`src/rtl/quadratic_equation_solver_macros.svh`:
```
// Assertion helpers shared by the solver RTL
`ifndef QUADRATIC_EQUATION_SOLVER_MACROS_SVH
`define QUADRATIC_EQUATION_SOLVER_MACROS_SVH

// Same-cycle implication, checked out of reset
`define QES_ASSERT_NOW(label, clk, rst, ante, cons) \
   label: assert property (@(posedge clk) disable iff (rst) (ante) |-> (cons)) \
      else $error("qes: same-cycle check failed");

// Next-cycle implication, checked out of reset
`define QES_ASSERT_NEXT(label, clk, rst, ante, cons) \
   label: assert property (@(posedge clk) disable iff (rst) (ante) |=> (cons)) \
      else $error("qes: next-cycle check failed");

`endif

```
`src/rtl/qes_pkg.sv`:
```
package qes_pkg;

   // coefficient and result formats
   localparam int IN_W     = 16;
   localparam int OUT_W    = 32;
   localparam int OUT_FRAC = 16;

   // discriminant magnitude when positive, and the square root pipeline
   localparam int D_W       = 2 * IN_W + 1;
   localparam int SQ_STAGES = (D_W + 2 * OUT_FRAC + 1) / 2;
   localparam int X_W       = 2 * SQ_STAGES;
   localparam int ROOT_W    = SQ_STAGES;

   // numerator magnitude, divisor magnitude and divider operands
   localparam int N_W   = ROOT_W + 1;
   localparam int UD_W  = IN_W + 1;
   localparam int NUM_W = N_W + 2;
   localparam int DEN_W = UD_W + 1;

   // queue between front and back
   localparam int QUEUE_DEPTH = 4;
   localparam int QPTR_W      = $clog2(QUEUE_DEPTH);
   localparam int QCNT_W      = QPTR_W + 1;

   typedef enum logic [2:0] {
      KIND_IDENTITY      = 3'd0,
      KIND_CONTRADICTION = 3'd1,
      KIND_ONE_ROOT      = 3'd2,
      KIND_TWO_ROOTS     = 3'd3,
      KIND_NO_REAL       = 3'd4
   } qes_kind_type;

   // what travels with an item through the back part
   typedef struct packed {
      qes_kind_type      kind;
      logic              lin;
      logic [IN_W-1:0]   a;
      logic [IN_W-1:0]   b;
      logic [IN_W-1:0]   c;
   } qes_ctx_type;

   // queue entry: context plus discriminant (zero unless two roots)
   typedef struct packed {
      qes_ctx_type       ctx;
      logic [D_W-1:0]    d;
   } qes_item_type;

endpackage

```
`src/rtl/qes_queue.sv`:
```
`include "quadratic_equation_solver_macros.svh"

module qes_queue (
   input  logic                        clock,
   input  logic                        reset,
   input  logic                        push_i,
   input  qes_pkg::qes_item_type       item_i,
   input  logic                        pop_i,
   output logic                        nonempty_o,
   output qes_pkg::qes_item_type       item_o,
   output logic [qes_pkg::QCNT_W-1:0]  count_o
);

   qes_pkg::qes_item_type        mem_ff [qes_pkg::QUEUE_DEPTH];
   logic [qes_pkg::QPTR_W-1:0]   wr_ff, wr_in, rd_ff, rd_in;
   logic [qes_pkg::QCNT_W-1:0]   count_ff, count_in;

   // pointer and fill bookkeeping
   always_comb begin
      wr_in    = push_i ? wr_ff + 1'b1 : wr_ff;
      rd_in    = pop_i ? rd_ff + 1'b1 : rd_ff;
      count_in = count_ff + qes_pkg::QCNT_W'(push_i) - qes_pkg::QCNT_W'(pop_i);
   end

   always_ff @(posedge clock) begin
      if (reset) begin
         wr_ff    <= '0;
         rd_ff    <= '0;
         count_ff <= '0;
      end else begin
         wr_ff    <= wr_in;
         rd_ff    <= rd_in;
         count_ff <= count_in;
      end
   end

   always_ff @(posedge clock) begin
      if (push_i) begin
         mem_ff[wr_ff] <= item_i;
      end
   end

   assign item_o     = mem_ff[rd_ff];
   assign nonempty_o = count_ff != '0;
   assign count_o    = count_ff;

   `QES_ASSERT_NOW(a_no_overflow, clock, reset, push_i && !pop_i, count_ff < qes_pkg::QCNT_W'(qes_pkg::QUEUE_DEPTH))
   `QES_ASSERT_NOW(a_no_underflow, clock, reset, pop_i, count_ff != '0)

endmodule

```
`config.mk`:
```
export PLATFORM = sky130hd
export DESIGN_NAME = qes_queue
export DESIGN_NICKNAME = d
export VERILOG_FILES = /design/src/rtl/qes_pkg.sv /design/src/rtl/qes_queue.sv
export VERILOG_INCLUDE_DIRS = /design/src /design/src/rtl
export SDC_FILE = /design/constraint.sdc
export NUM_CORES = 1
export LEC_CHECK = 0
export ABC_AREA = 0
export BUFFER_PORTS_ARGS = -buffer_cell sky130_fd_sc_hd__buf_4
export CAP_MARGIN = 20
export CORE_MARGIN = 2
export CORE_UTILIZATION = 64
export CTS_BUF_LIST = sky130_fd_sc_hd__clkbuf_4 sky130_fd_sc_hd__clkbuf_8
export DETAILED_ROUTE_END_ITERATION = 12
export PLACE_DENSITY = 0.88
export SYNTH_ARGS = -nofsm -noshare
export SYNTH_HDL_FRONTEND = slang
export SYNTH_SLANG_ARGS = --single-unit
export TNS_END_PERCENT = 10
```
`constraint.sdc`:
```
create_clock -name clock -period 5.2 [get_ports clock]
set_clock_uncertainty 0.1 [all_clocks]
set_input_delay 1.04 -clock clock [delete_from_list [all_inputs] [get_ports clock]]
set_output_delay 1.04 -clock clock [all_outputs]
set_load 0.1 [all_outputs]
```
* Yosys cells after proc, flatten, opt, wreduce, memory -nomap -nowiden
Memory sizes are Yosys's and may differ from the RTL's. A register that Yosys moved wholly into a read port is not among the register bits. Index checks and enable logic that the tools add are counted.
Word-level totals: register bits after elaboration 7, bits of input ports 89, output and inout bits 89, word-level logic and storage cells 13, bits in writable memories 340, memories 1
Memory list:
- mem_ff | words 4, width 85, rd ports 1, clocked after Yosys merged registers in 1, write ports 1, RTL line qes_queue.sv:14 | qes_pkg::qes_item_type mem_ff [qes_pkg::QUEUE_DEPTH];
Operators by class: multiplexer cells 4, reductions and logical operators 1, add/subtract/negate cells 4
Operator list (number):
- adder 2 x 1 -> 2 bit (second input constant) | 2
- two-way mux 2 bit | 2
- adder 3 x 1 -> 3 bit | 1
- nonzero test 3 bit | 1
- subtractor 3 x 1 -> 3 bit | 1
- two-way mux 1 bit | 2

* Longest topological paths before layout
depth in word-level cells 3, gate-level depth with buffers 7, gate-level depth less buffers 7

* Worst setup path before layout
OpenSTA, ideal clock, no wires.
path type input port to flip-flop, start point input port push_i, end point memory mem_ff[0][0] in the netlist's numbering (enable), setup time 0.453 ns, buffers on the path 0, arrival time 3.015 ns, cell stages on the path 1, required time 4.647 ns, slack 1.633 ns, path through and2_1
On the way: longest elaborated chain between the ends 2
RTL lines:
- start: declaration | RTL line qes_queue.sv:6 | input logic push_i,
- two-way mux 1 bit | RTL line qes_queue.sv:38 | if (push_i) begin
- two-way mux 1 bit (not written as such) | RTL line qes_queue.sv:39 | mem_ff[wr_ff] <= item_i;
- end: declaration | RTL line qes_queue.sv:14
Every way passes these cells.

==> run summary <==
GRT Total Usage - 0.221
largest net degree at the start of global routing - 75
average wire per standard cell - 23.1 um
cts bufs inserted - 52
# clock sinks - 349
hold_buf cts - 0
Final Max Tran Viols - 0
PwrDens - 442 nW/um2
synth top area cells - edfxtp_1 80%, mux4_2 15%, dfxtp_1 1.4%, buf_12 0.94%, ha_1 0.59%
core area - 19500 um2
Clock Latency Late Sink - 0.54 ns
post-CTS sizing - 0
total grt overflow - 0
fin nets - 804
cell taking the most area after synthesis - edfxtp_1
final setup fails - 0
highest clock rate - 264 MHz
CTS H-tree depth - 2
via count - 5817
share of the synthesized area in the top cell type - 0.801
status - finished clean
RSZ-0062 raised after global routing - false
Final Cell Area - 15400 um2
port bufs - 177
Area growth syn-to-layout - 21.0%
Die X - 145 um
Max Fanout on Critical Path - 65
Row Count - 51
cell at the slowest stage of the critical path - dfxtp_4
FILL cells - 967
Crit path top cell by count - buf_4
Synthesis Warnings - 0
clk buf depth - 3
Die Y-Extent - 145 um
DIE AREA - 21100 um2
worst slew pin tran - 0.978 ns
Vias per Instance - 5.74
crit path capture type - output port
DP HPWL - 13.7 mm
class of the worst hold path - register to register
max_cap viols - 0
Ant. Diodes - 0
first-pass GRT wire length - 35.1 mm
Max VDD drop - 0.361 mV
clock root buffer - clkbuf_8
Final Hold Violating Endpoints - 0
type of the worst setup path - register to output port
Final ANT Viol Nets - 0
synthesis-stage register bit count - 349
max_slew headroom - 0.348
post-route clock period utilization - 0.729
count of cell types in the netlist - 21
syn_nets - 581
Worst Path Arrival - 2.65 ns
Leak Pwr - 5.29 nW
Initial DRC Count - 378
synthesized cell area - 12800 um2
IO Pins - 178
Mapped Cells - 485
DR pass1 iterations - 5
# DRC - 0
CP peak stage delay - 0.98 ns
Worst Path Required - 4.06 ns
share of cells above drive strength 1 - 0.487
crit-path cells - buf_4 -> mux4_2 -> buf_4
Worst-path clk slew - 0.06 ns
Tmin final - 3.79 ns
gpl congestion - 0.734
Avg Cell Area, Syn - 26.3 um2
CP startpoint kind - register
vias in the first global route - 6257
Initial Util - 0.653
Seq/Total Area, Yosys - 0.815
setup TNS - 0 ns
Placed Area - 14300 um2
CTS tree - done
initial antenna violation count - 0
Post-CTS Setup Bufs - 0
total wire length - 23.4 mm
flip-flops by register name, summed over array words and instances, names as in the netlist, named ones only:
| name | cells |
|---|---|
| mem_ff | 340 |
| wr_ff | 2 |
| rd_ff | 2 |
| count_o | 3 |
worst paths after layout:
| check | start | to | slack [ns] | depth (start not counted) |
|---|---|---|---|---|
| worst min-delay path | rd_ff[1]$_SDFFE_PP0P_ | register | 0.43 | 2 |
| worst max register to register | wr_ff[0]$_SDFFE_PP0P_ | mem_ff[2][81]$_DFFE_PP_ | 3.14 | 5 |
| worst max-delay path | register | item_o[0] | 1.41 | 3 |
| worst min register to register | rd_ff[1]$_SDFFE_PP0P_ | register | 0.43 | 2 |
layer usage:
metal  routed length (um)  share of wire  vias up  GRT usage
met1                 9190           0.39     2996      0.292
met2                11800           0.50      256      0.366
met4                  391          0.017        0     0.0593
met3                 2030          0.087       31     0.0679
met5                    0              0        -          0
li1                     -              -     2534          -
through the flow:
step,worst slack [ns],hold slack [ns],total power [mW],instances,utilization
after floorplan,1.63,0.392,4.45,485,-
after global placement,2.01,0.398,4.72,915,0.732
after detailed placement,1.96,0.421,4.76,915,0.732
after CTS,1.35,0.431,6.86,1010,0.785
after global routing,1.26,0.469,7.03,1014,0.790
final,1.41,0.432,6.81,1014,0.790
synth_stat cells:
| cell type | count |
|---|---|
| xor3_1 | 1 |
| buf_12 | 6 |
| nor2b_1 | 2 |
| ha_1 | 6 |
| inv_1 | 6 |
| fa_1 | 1 |
| mux4_2 | 85 |
| nand3b_1 | 1 |
| buf_4 | 3 |
| or3_1 | 1 |
| mux2i_1 | 1 |
| buf_6 | 1 |
| buf_2 | 6 |
| dfxtp_1 | 9 |
| edfxtp_1 | 340 |
| buf_1 | 3 |
| a21bo_2 | 1 |
| and2_1 | 4 |
| a21oi_1 | 1 |
| xnor2_1 | 2 |
| nor2_1 | 5 |
cell type report:
| class | instances | area, um2 | share of cell area |
|---|---|---|---|
| clock inverters | 12 | 47.5 | 0.00308 |
| inverters | 6 | 22.5 | 0.00146 |
| repair buffers | 188 | 1500 | 0.0975 |
| flip-flops and latches | 349 | 10400 | 0.674 |
| multi-input cells | 111 | 2160 | 0.140 |
| clock buffers | 83 | 973 | 0.0631 |
| well taps | 265 | 332 | 0.0215 |
where the power goes:
group          leakage [nW]  internal, mW  switching, mW
sequential             3.20          3.23         0.0658
clock                 0.550          1.18          0.929
combinational          1.54         0.364           1.04
total                  5.29          4.78           2.04
layout by cell type (no fill, tap or decap), drive strengths merged, types with 2 or more instances in the layout:
cell type | synthesis | routed
xnor2 | 2 | 2
inv | 6 | 6
clkinv | 0 | 12
clkbuf | 0 | 83
nor2 | 5 | 5
nor2b | 2 | 2
dfxtp | 9 | 9
and2 | 4 | 4
mux4 | 85 | 85
buf | 19 | 188
edfxtp | 340 | 340
ha | 6 | 6
logic make-up after synthesis:
kind of cell / share of synthesized area
xor gates and xnor gates: 0.00324
and+or+nand+nor: 0.00549
buffers and inverters: 0.0171
adders and majority gates: 0.00746
muxes: 0.151
DFF: 0.815
AOI/OAI and AO/OA: 0.00118
critical path, delay by kind of cell, from the launching register on:
| family | cells | cell delay, ns |
|---|---|---|
| DFF | 1 | 0.98 |
| muxes | 1 | 0.38 |
| buffers and inverters | 2 | 0.69 |
Note: power is estimated with default switching activity, not from simulation.
