==> config.mk <==
export PLATFORM = sky130hd
export DESIGN_NAME = qes_front
export DESIGN_NICKNAME = d
export VERILOG_FILES = /design/src/rtl/quadratic_equation_solver_macros.svh /design/src/rtl/qes_pkg.sv /design/src/rtl/qes_front.sv
export SDC_FILE = /design/constraint.sdc
export NUM_CORES = 2
export LEC_CHECK = 0
export BUFFER_PORTS_ARGS = -buffer_cell sky130_fd_sc_hd__buf_2
export CORE_MARGIN = 2
export CORE_UTILIZATION = 56
export CTS_CLUSTER_DIAMETER = 80
export DETAILED_ROUTE_END_ITERATION = 10
export PLACE_DENSITY = 0.78
export SLEW_MARGIN = 20
export SYNTH_ARGS = -nofsm -noshare
export SYNTH_HDL_FRONTEND = slang
export SYNTH_SLANG_ARGS = --single-unit
export TNS_END_PERCENT = 100
==> constraint.sdc <==
create_clock -name clock -period 16.5 [get_ports clock]
set_input_delay 0.825 -clock clock [delete_from_list [all_inputs] [get_ports clock]]
set_output_delay 0.825 -clock clock [all_outputs]
set_load 0.005 [all_outputs]
==> src/rtl/quadratic_equation_solver_macros.svh <==
// Assertion helpers shared by the solver RTL
`ifndef QUADRATIC_EQUATION_SOLVER_MACROS_SVH
`define QUADRATIC_EQUATION_SOLVER_MACROS_SVH

// Same-cycle implication, checked out of reset
`define QES_ASSERT_NOW(label, clk, rst, ante, cons) \
   label: assert property (@(posedge clk) disable iff (rst) (ante) |-> (cons)) \
      else $error("qes: same-cycle check failed");

// Next-cycle implication, checked out of reset
`define QES_ASSERT_NEXT(label, clk, rst, ante, cons) \
   label: assert property (@(posedge clk) disable iff (rst) (ante) |=> (cons)) \
      else $error("qes: next-cycle check failed");

`endif

==> src/rtl/qes_pkg.sv <==
package qes_pkg;

   // coefficient and result formats
   localparam int IN_W     = 16;
   localparam int OUT_W    = 32;
   localparam int OUT_FRAC = 16;

   // discriminant magnitude when positive, and the square root pipeline
   localparam int D_W       = 2 * IN_W + 1;
   localparam int SQ_STAGES = (D_W + 2 * OUT_FRAC + 1) / 2;
   localparam int X_W       = 2 * SQ_STAGES;
   localparam int ROOT_W    = SQ_STAGES;

   // numerator magnitude, divisor magnitude and divider operands
   localparam int N_W   = ROOT_W + 1;
   localparam int UD_W  = IN_W + 1;
   localparam int NUM_W = N_W + 2;
   localparam int DEN_W = UD_W + 1;

   // queue between front and back
   localparam int QUEUE_DEPTH = 4;
   localparam int QPTR_W      = $clog2(QUEUE_DEPTH);
   localparam int QCNT_W      = QPTR_W + 1;

   typedef enum logic [2:0] {
      KIND_IDENTITY      = 3'd0,
      KIND_CONTRADICTION = 3'd1,
      KIND_ONE_ROOT      = 3'd2,
      KIND_TWO_ROOTS     = 3'd3,
      KIND_NO_REAL       = 3'd4
   } qes_kind_type;

   // what travels with an item through the back part
   typedef struct packed {
      qes_kind_type      kind;
      logic              lin;
      logic [IN_W-1:0]   a;
      logic [IN_W-1:0]   b;
      logic [IN_W-1:0]   c;
   } qes_ctx_type;

   // queue entry: context plus discriminant (zero unless two roots)
   typedef struct packed {
      qes_ctx_type       ctx;
      logic [D_W-1:0]    d;
   } qes_item_type;

endpackage

==> src/rtl/qes_front.sv <==
module qes_front (
   input  logic                              clock,
   input  logic                              reset,
   input  logic                              start,
   output logic                              busy,
   input  logic signed [qes_pkg::IN_W-1:0]   req_coef_quadratic,
   input  logic signed [qes_pkg::IN_W-1:0]   req_coef_linear,
   input  logic signed [qes_pkg::IN_W-1:0]   req_coef_constant,
   input  logic [qes_pkg::QCNT_W-1:0]        queue_count_i,
   output logic                              push_o,
   output qes_pkg::qes_item_type             item_o
);

   localparam int PW = 2 * qes_pkg::IN_W;
   localparam int DSW = PW + 3;

   logic                            v1_ff, v2_ff;
   logic signed [qes_pkg::IN_W-1:0] a1_ff, b1_ff, c1_ff;
   logic signed [qes_pkg::IN_W-1:0] a2_ff, b2_ff, c2_ff;
   logic signed [PW-1:0]            bb_ff, ac_ff;
   logic signed [DSW-1:0]           dsc;
   logic                            accept;
   logic [qes_pkg::QCNT_W:0]        credit;
   qes_pkg::qes_kind_type           kind;
   logic                            lin;

   // room check counts items already in the two front stages
   assign credit = {1'b0, queue_count_i} + (qes_pkg::QCNT_W + 1)'(v1_ff)
                 + (qes_pkg::QCNT_W + 1)'(v2_ff);
   assign busy   = credit >= (qes_pkg::QCNT_W + 1)'(qes_pkg::QUEUE_DEPTH);
   assign accept = start & ~busy;

   // valid bits of the front stages
   always_ff @(posedge clock) begin
      if (reset) begin
         v1_ff <= 1'b0;
         v2_ff <= 1'b0;
      end else begin
         v1_ff <= accept;
         v2_ff <= v1_ff;
      end
   end

   // capture, then the two products
   always_ff @(posedge clock) begin
      if (accept) begin
         a1_ff <= req_coef_quadratic;
         b1_ff <= req_coef_linear;
         c1_ff <= req_coef_constant;
      end
      a2_ff <= a1_ff;
      b2_ff <= b1_ff;
      c2_ff <= c1_ff;
      bb_ff <= b1_ff * b1_ff;
      ac_ff <= a1_ff * c1_ff;
   end

   // discriminant b*b - 4*a*c
   assign dsc = {{3{bb_ff[PW-1]}}, bb_ff} - {ac_ff[PW-1], ac_ff, 2'b00};

   // classify
   always_comb begin
      lin = 1'b0;
      if (a2_ff == '0) begin
         if (b2_ff == '0) begin
            kind = (c2_ff == '0) ? qes_pkg::KIND_IDENTITY : qes_pkg::KIND_CONTRADICTION;
         end else begin
            kind = qes_pkg::KIND_ONE_ROOT;
            lin  = 1'b1;
         end
      end else if (dsc[DSW-1]) begin
         kind = qes_pkg::KIND_NO_REAL;
      end else if (dsc == '0) begin
         kind = qes_pkg::KIND_ONE_ROOT;
      end else begin
         kind = qes_pkg::KIND_TWO_ROOTS;
      end
   end

   always_comb begin
      push_o        = v2_ff;
      item_o.ctx.kind = kind;
      item_o.ctx.lin  = lin;
      item_o.ctx.a    = a2_ff;
      item_o.ctx.b    = b2_ff;
      item_o.ctx.c    = c2_ff;
      item_o.d        = (kind == qes_pkg::KIND_TWO_ROOTS) ? dsc[qes_pkg::D_W-1:0] : '0;
   end

endmodule

Word-level counts from Yosys, hierarchy flattened
Cells that the tools add are included.
Storage, ports and cells
  register bits after elaboration: 162
  bits in latches: 0
  RAM bits: 0
  bits in read-only memories: 0
  input bits: 54
  output and inout bits: 87
  logic and storage cells: 31
  memories kept: 0
Cells by class
  add/sub/neg operators: 3
  multipliers: 2
  div/mod/pow operators: 0
  magnitude comparators: 1
  equal/unequal tests: 1
  shift-type cells: 0
  mux-type cells: 8
  bitwise logic cells: 2
  reduce and logical (&&, ||, !) cells: 4
Operators with widths (count)
  16-bit by 16-bit multiplier with 32-bit output: 2
  16-bit zero test: 3
  35-bit zero test: 1
  32-bit by 34-bit subtractor with 35-bit output: 1
  33-bit 2-to-1 mux: 1
  3-bit 2-to-1 mux: 2
  3-bit by 1-bit adder with 4-bit output: 1
  4-bit by 1-bit adder with 4-bit output: 1
  4-bit by 3-bit greater-or-equal comparator with 1-bit output (second input constant): 1
  1-bit 2-to-1 mux: 4
  3-bit by 2-bit == test with 1-bit output (second input constant): 1
  2-bit 2-to-1 mux: 1
  1-bit bitwise AND: 1
  1-bit inverter: 1

Logic depth before layout (Yosys ltp)
  depth in word-level cells: 7
  depth in mapped cells: 26
  depth with buffers taken out: 25

Worst setup path before layout
Ideal clock, no wire load.
  path kind: register -> register
  start: register b1_ff[15] in the netlist's numbering
  end: register bb_ff[31]
  library setup time: 0.072 ns
  data arrival time: 6.178 ns
  required time: 16.428 ns
  path slack: 10.250 ns
  cell stages (with the launch flop): 23
  path buffers: 2
  clock period less this slack: 6.250 ns
  cell sequence: edfxtp_1 clkbuf_1 inv_1 buf_1 nor2_1 fa_1 fa_1 inv_1 fa_1 inv_1 fa_1 fa_1 inv_1 fa_1 inv_1 ha_1 and4_1 and3_1 a21oi_1 a31oi_1 a211o_1 a21oi_1 xnor2_1
Between the ends
  longest elaborated chain between the ends: 1
RTL lines
  start, declared: RTL line qes_front.sv:18  | logic signed [qes_pkg::IN_W-1:0] a1_ff, b1_ff, c1_ff;
  start signal, assigned: RTL line qes_front.sv:48  | b1_ff <= req_coef_linear;
  16-bit by 16-bit multiplier with 32-bit output: RTL line qes_front.sv:54  | bb_ff <= b1_ff * b1_ff;
  end signal, assigned: RTL line qes_front.sv:54
  end, declared: RTL line qes_front.sv:20  | logic signed [PW-1:0] bb_ff, ac_ff;
Every way passes these cells.
A chain may end at the register's enable or synchronous reset.

Final worst setup path
Same ends and word-level chain as after synthesis.

==> impl_metrics.toml <==
[critical_path]
worst_setup_path_start_kind = "flip-flop"
critPathMaxFanout = 18
timing.critical_path.arrival_ns = 7.48
timing.setup.critical_path_class = "reg2reg"
crit_required_ns = 16.92
critical_path.endpoint_type = "flip-flop"

[clock_network]
clk_transition_reported_paths_ns = 0.09
count_of_buffers_added_by_post_cts_timing_repair_for_setup = 0
tritoncts = "built"
cts_hold_buffers = 0
ctsResizeCount = 0
h-tree-depth = 4
clockBufferDepth = 2
cts_root_buffer = "clkbuf_16"
count_of_clock_tree_sinks = 160
clock_latency_ns = 0.50
number_of_cts_inserted_buffers = 17

[placement]
placed_cells = 3281
place_congestion = 0.903
detailedPlacementHpwl_um = 46400
numPortBuffers = 139

[synth]
dominantRegCellSynth = "dfxtp_1"
synth_top_area_share_pct = 40.0
post_synth_and_or_nand_nor_area_fraction_pct = 12.6
post-synth-top-area-cell = "fa_1"
synth_seq_area_share_pct = 14.7
post_synth_instance_area_mm2 = 0.0250
synth-xor-area-share_pct = 3.54
avgSynthCellArea_um2 = 9.55
async_flop_share_pct = 0
synth_compound_area_share_pct = 7.62
ys_ff_latch = 160
synth.net_count = 3372
synth_adder_area_share_pct = 50.2
synthDistinctLibCells = 79
postSynthCellCount = 2616
number_of_warning_messages_in_the_yosys_log = 0
multiplexer_fraction_of_the_synthesized_cell_area_pct = 0.0851
synth_enable_flop_cells = 48
synth.top_cells.by_area = "fa_1, ha_1, inv_1, dfxtp_1, edfxtp_1"
synth_top_family_by_area = "adder cells"

[sta]
finalSetupTns_ns = 0
max-slew-margin-rel_pct = 24.1
rsz0062_at_grt = "no"
post-route-min-period_ns = 7.06
fmaxAchievable_ghz = 0.142
timing_max_transition_violations_final = 0
timing_worst_slew_pin_value_ns = 1.11
final.period_utilization_pct = 42.8
timing_hold_violations_final = 0
worst_hold_margin_ns = 0.471
skew_final_ns = 0.0189
setup_violations = 0

[routing]
wire_per_inst_um = 16.9
postRouteWirelength_um = 56000
initial_drt_markers = 1069
dr_total_vias = 17900
drt-vias-per-instance = 5.40
detail-route-antenna-nets = 0
drc = 0
detailed_routing_iteration_count_for_the_pre_antenna_repair_pass = 6

[floorplanning]
die_height_um = 215
design.core.area_mm2 = 0.0441
die_width_um = 215
io-pin-count = 141
initial_core_util_pct = 56.6
floorplan.die_area_mm2 = 0.0463
row_count = 77

[finish]
fin_nets = 3464
final-instance-count-excl-fill = 3313
layout_common_cells = "inv_1, fa_1, nand2_1, ha_1, and2_1"
diodes_inserted = 0
drive_gt1_share_pct = 8.05
area_growth_pct = 7.13
mostFrequentLayoutCell = "inv_1"

[grt]
number_of_antenna_violations_at_the_first_check_in_global_routing = 1
vias_in_the_first_global_route = 19600
overflow = 0
largest_net_degree_at_the_start_of_global_routing = 33
grt_usage_pct = 25.9
grt_pass1_wl_um = 94700

[run]
number_of_max_capacitance_violations_reported = 0

[status]
run_status = "finished clean"

[hold_path]
timing.hold.worst.class = "reg2reg"
critical path: stages, from the launching register on:
cell	delay, ns
edfxtp_1	0.76
inv_1	0.50
nor2_1	0.29
fa_1	0.57
fa_1	0.75
inv_1	0.21
fa_1	0.52
inv_1	0.06
fa_1	0.48
fa_1	0.50
inv_1	0.05
fa_1	0.48
inv_1	0.05
ha_1	0.35
and4_1	0.23
and3_1	0.19
a21oi_1	0.20
a31oi_1	0.19
a211o_1	0.29
a21oi_1	0.17
xnor2_1	0.13
layer usage:
metal  vias up  GRT usage [%]  routed length (um)
li1       8130              -                   -
met1      9113           32.7               22400
met2       537           44.6               28400
met3       107           4.63                3360
met4         0           9.75                1870
met5         -              0                   0
final timing paths:
kind	start	to	slack [ns]	cells after the start
worst min register to register	v1_ff	push_o	0.47	1
worst max register to register	b1_ff[15]	bb_ff[31]	9.44	20
worst max-delay path	b1_ff[15]	bb_ff[31]	9.44	20
worst min-delay path	v1_ff	push_o	0.47	1
cell usage after synthesis (6+ instances only):
library cell / count
xnor2_1: 81
a21oi_2: 7
and2_1: 168
nand2b_1: 13
nor2b_1: 13
clkbuf_1: 60
nor4_1: 19
a31oi_1: 14
nand3_1: 23
o21bai_1: 12
nand2_1: 244
a21oi_1: 88
a31o_2: 7
inv_1: 661
xor2_1: 20
a21o_1: 31
nor3_1: 20
or3_1: 12
o21a_1: 6
dfxtp_1: 112
nor2_1: 92
a211oi_1: 8
fa_1: 499
nand4_1: 12
ha_1: 203
edfxtp_1: 48
a21boi_0: 7
and3_1: 10
o21ai_0: 40
layout make-up:
cell class | instances | area [um2]
Multi-Input combinational cell | 1723 | 18500
Fill cell | 3732 | 17400
Sequential cell | 160 | 3680
Inverter | 662 | 2480
Tap cell | 592 | 741
Timing Repair Buffer | 144 | 733
Clock buffer | 17 | 425
Clock inverter | 15 | 199
sequential cells by signal (all words and copies together), names as in the netlist, 15 cells and up:
name	flops
b1_ff	16
bb_ff	31
b2_ff	15
ac_ff	32
a2_ff	16
a1_ff	16
c1_ff	16
c2_ff	16
metrics by stage:
stage | worst slack (ns) | instance area [um2] | utilization [%]
6_report | 9.44 | 26800 | 60.7
5_1_grt | 9.00 | 26800 | 60.7
4_1_cts | 9.49 | 26800 | 60.7
3_5_place_dp | 9.54 | 26100 | 59.2
3_3_place_gp | 9.79 | 26100 | 59.2
2_1_floorplan | 10.25 | 25000 | -
kinds of logic after synthesis:
| logic type | count (synthesis) |
|---|---|
| flip-flops | 160 |
| other | 1 |
| multiplexers | 2 |
| AND/OR/NAND/NOR | 643 |
| AO/OA/AOI/OAI | 274 |
| XOR/XNOR | 101 |
| adder cells (fa/ha/maj) | 702 |
| buffers and inverters | 733 |
Power is not shown: default switching activity piles up to over one toggle a cycle in this logic, so the estimate is an artifact.
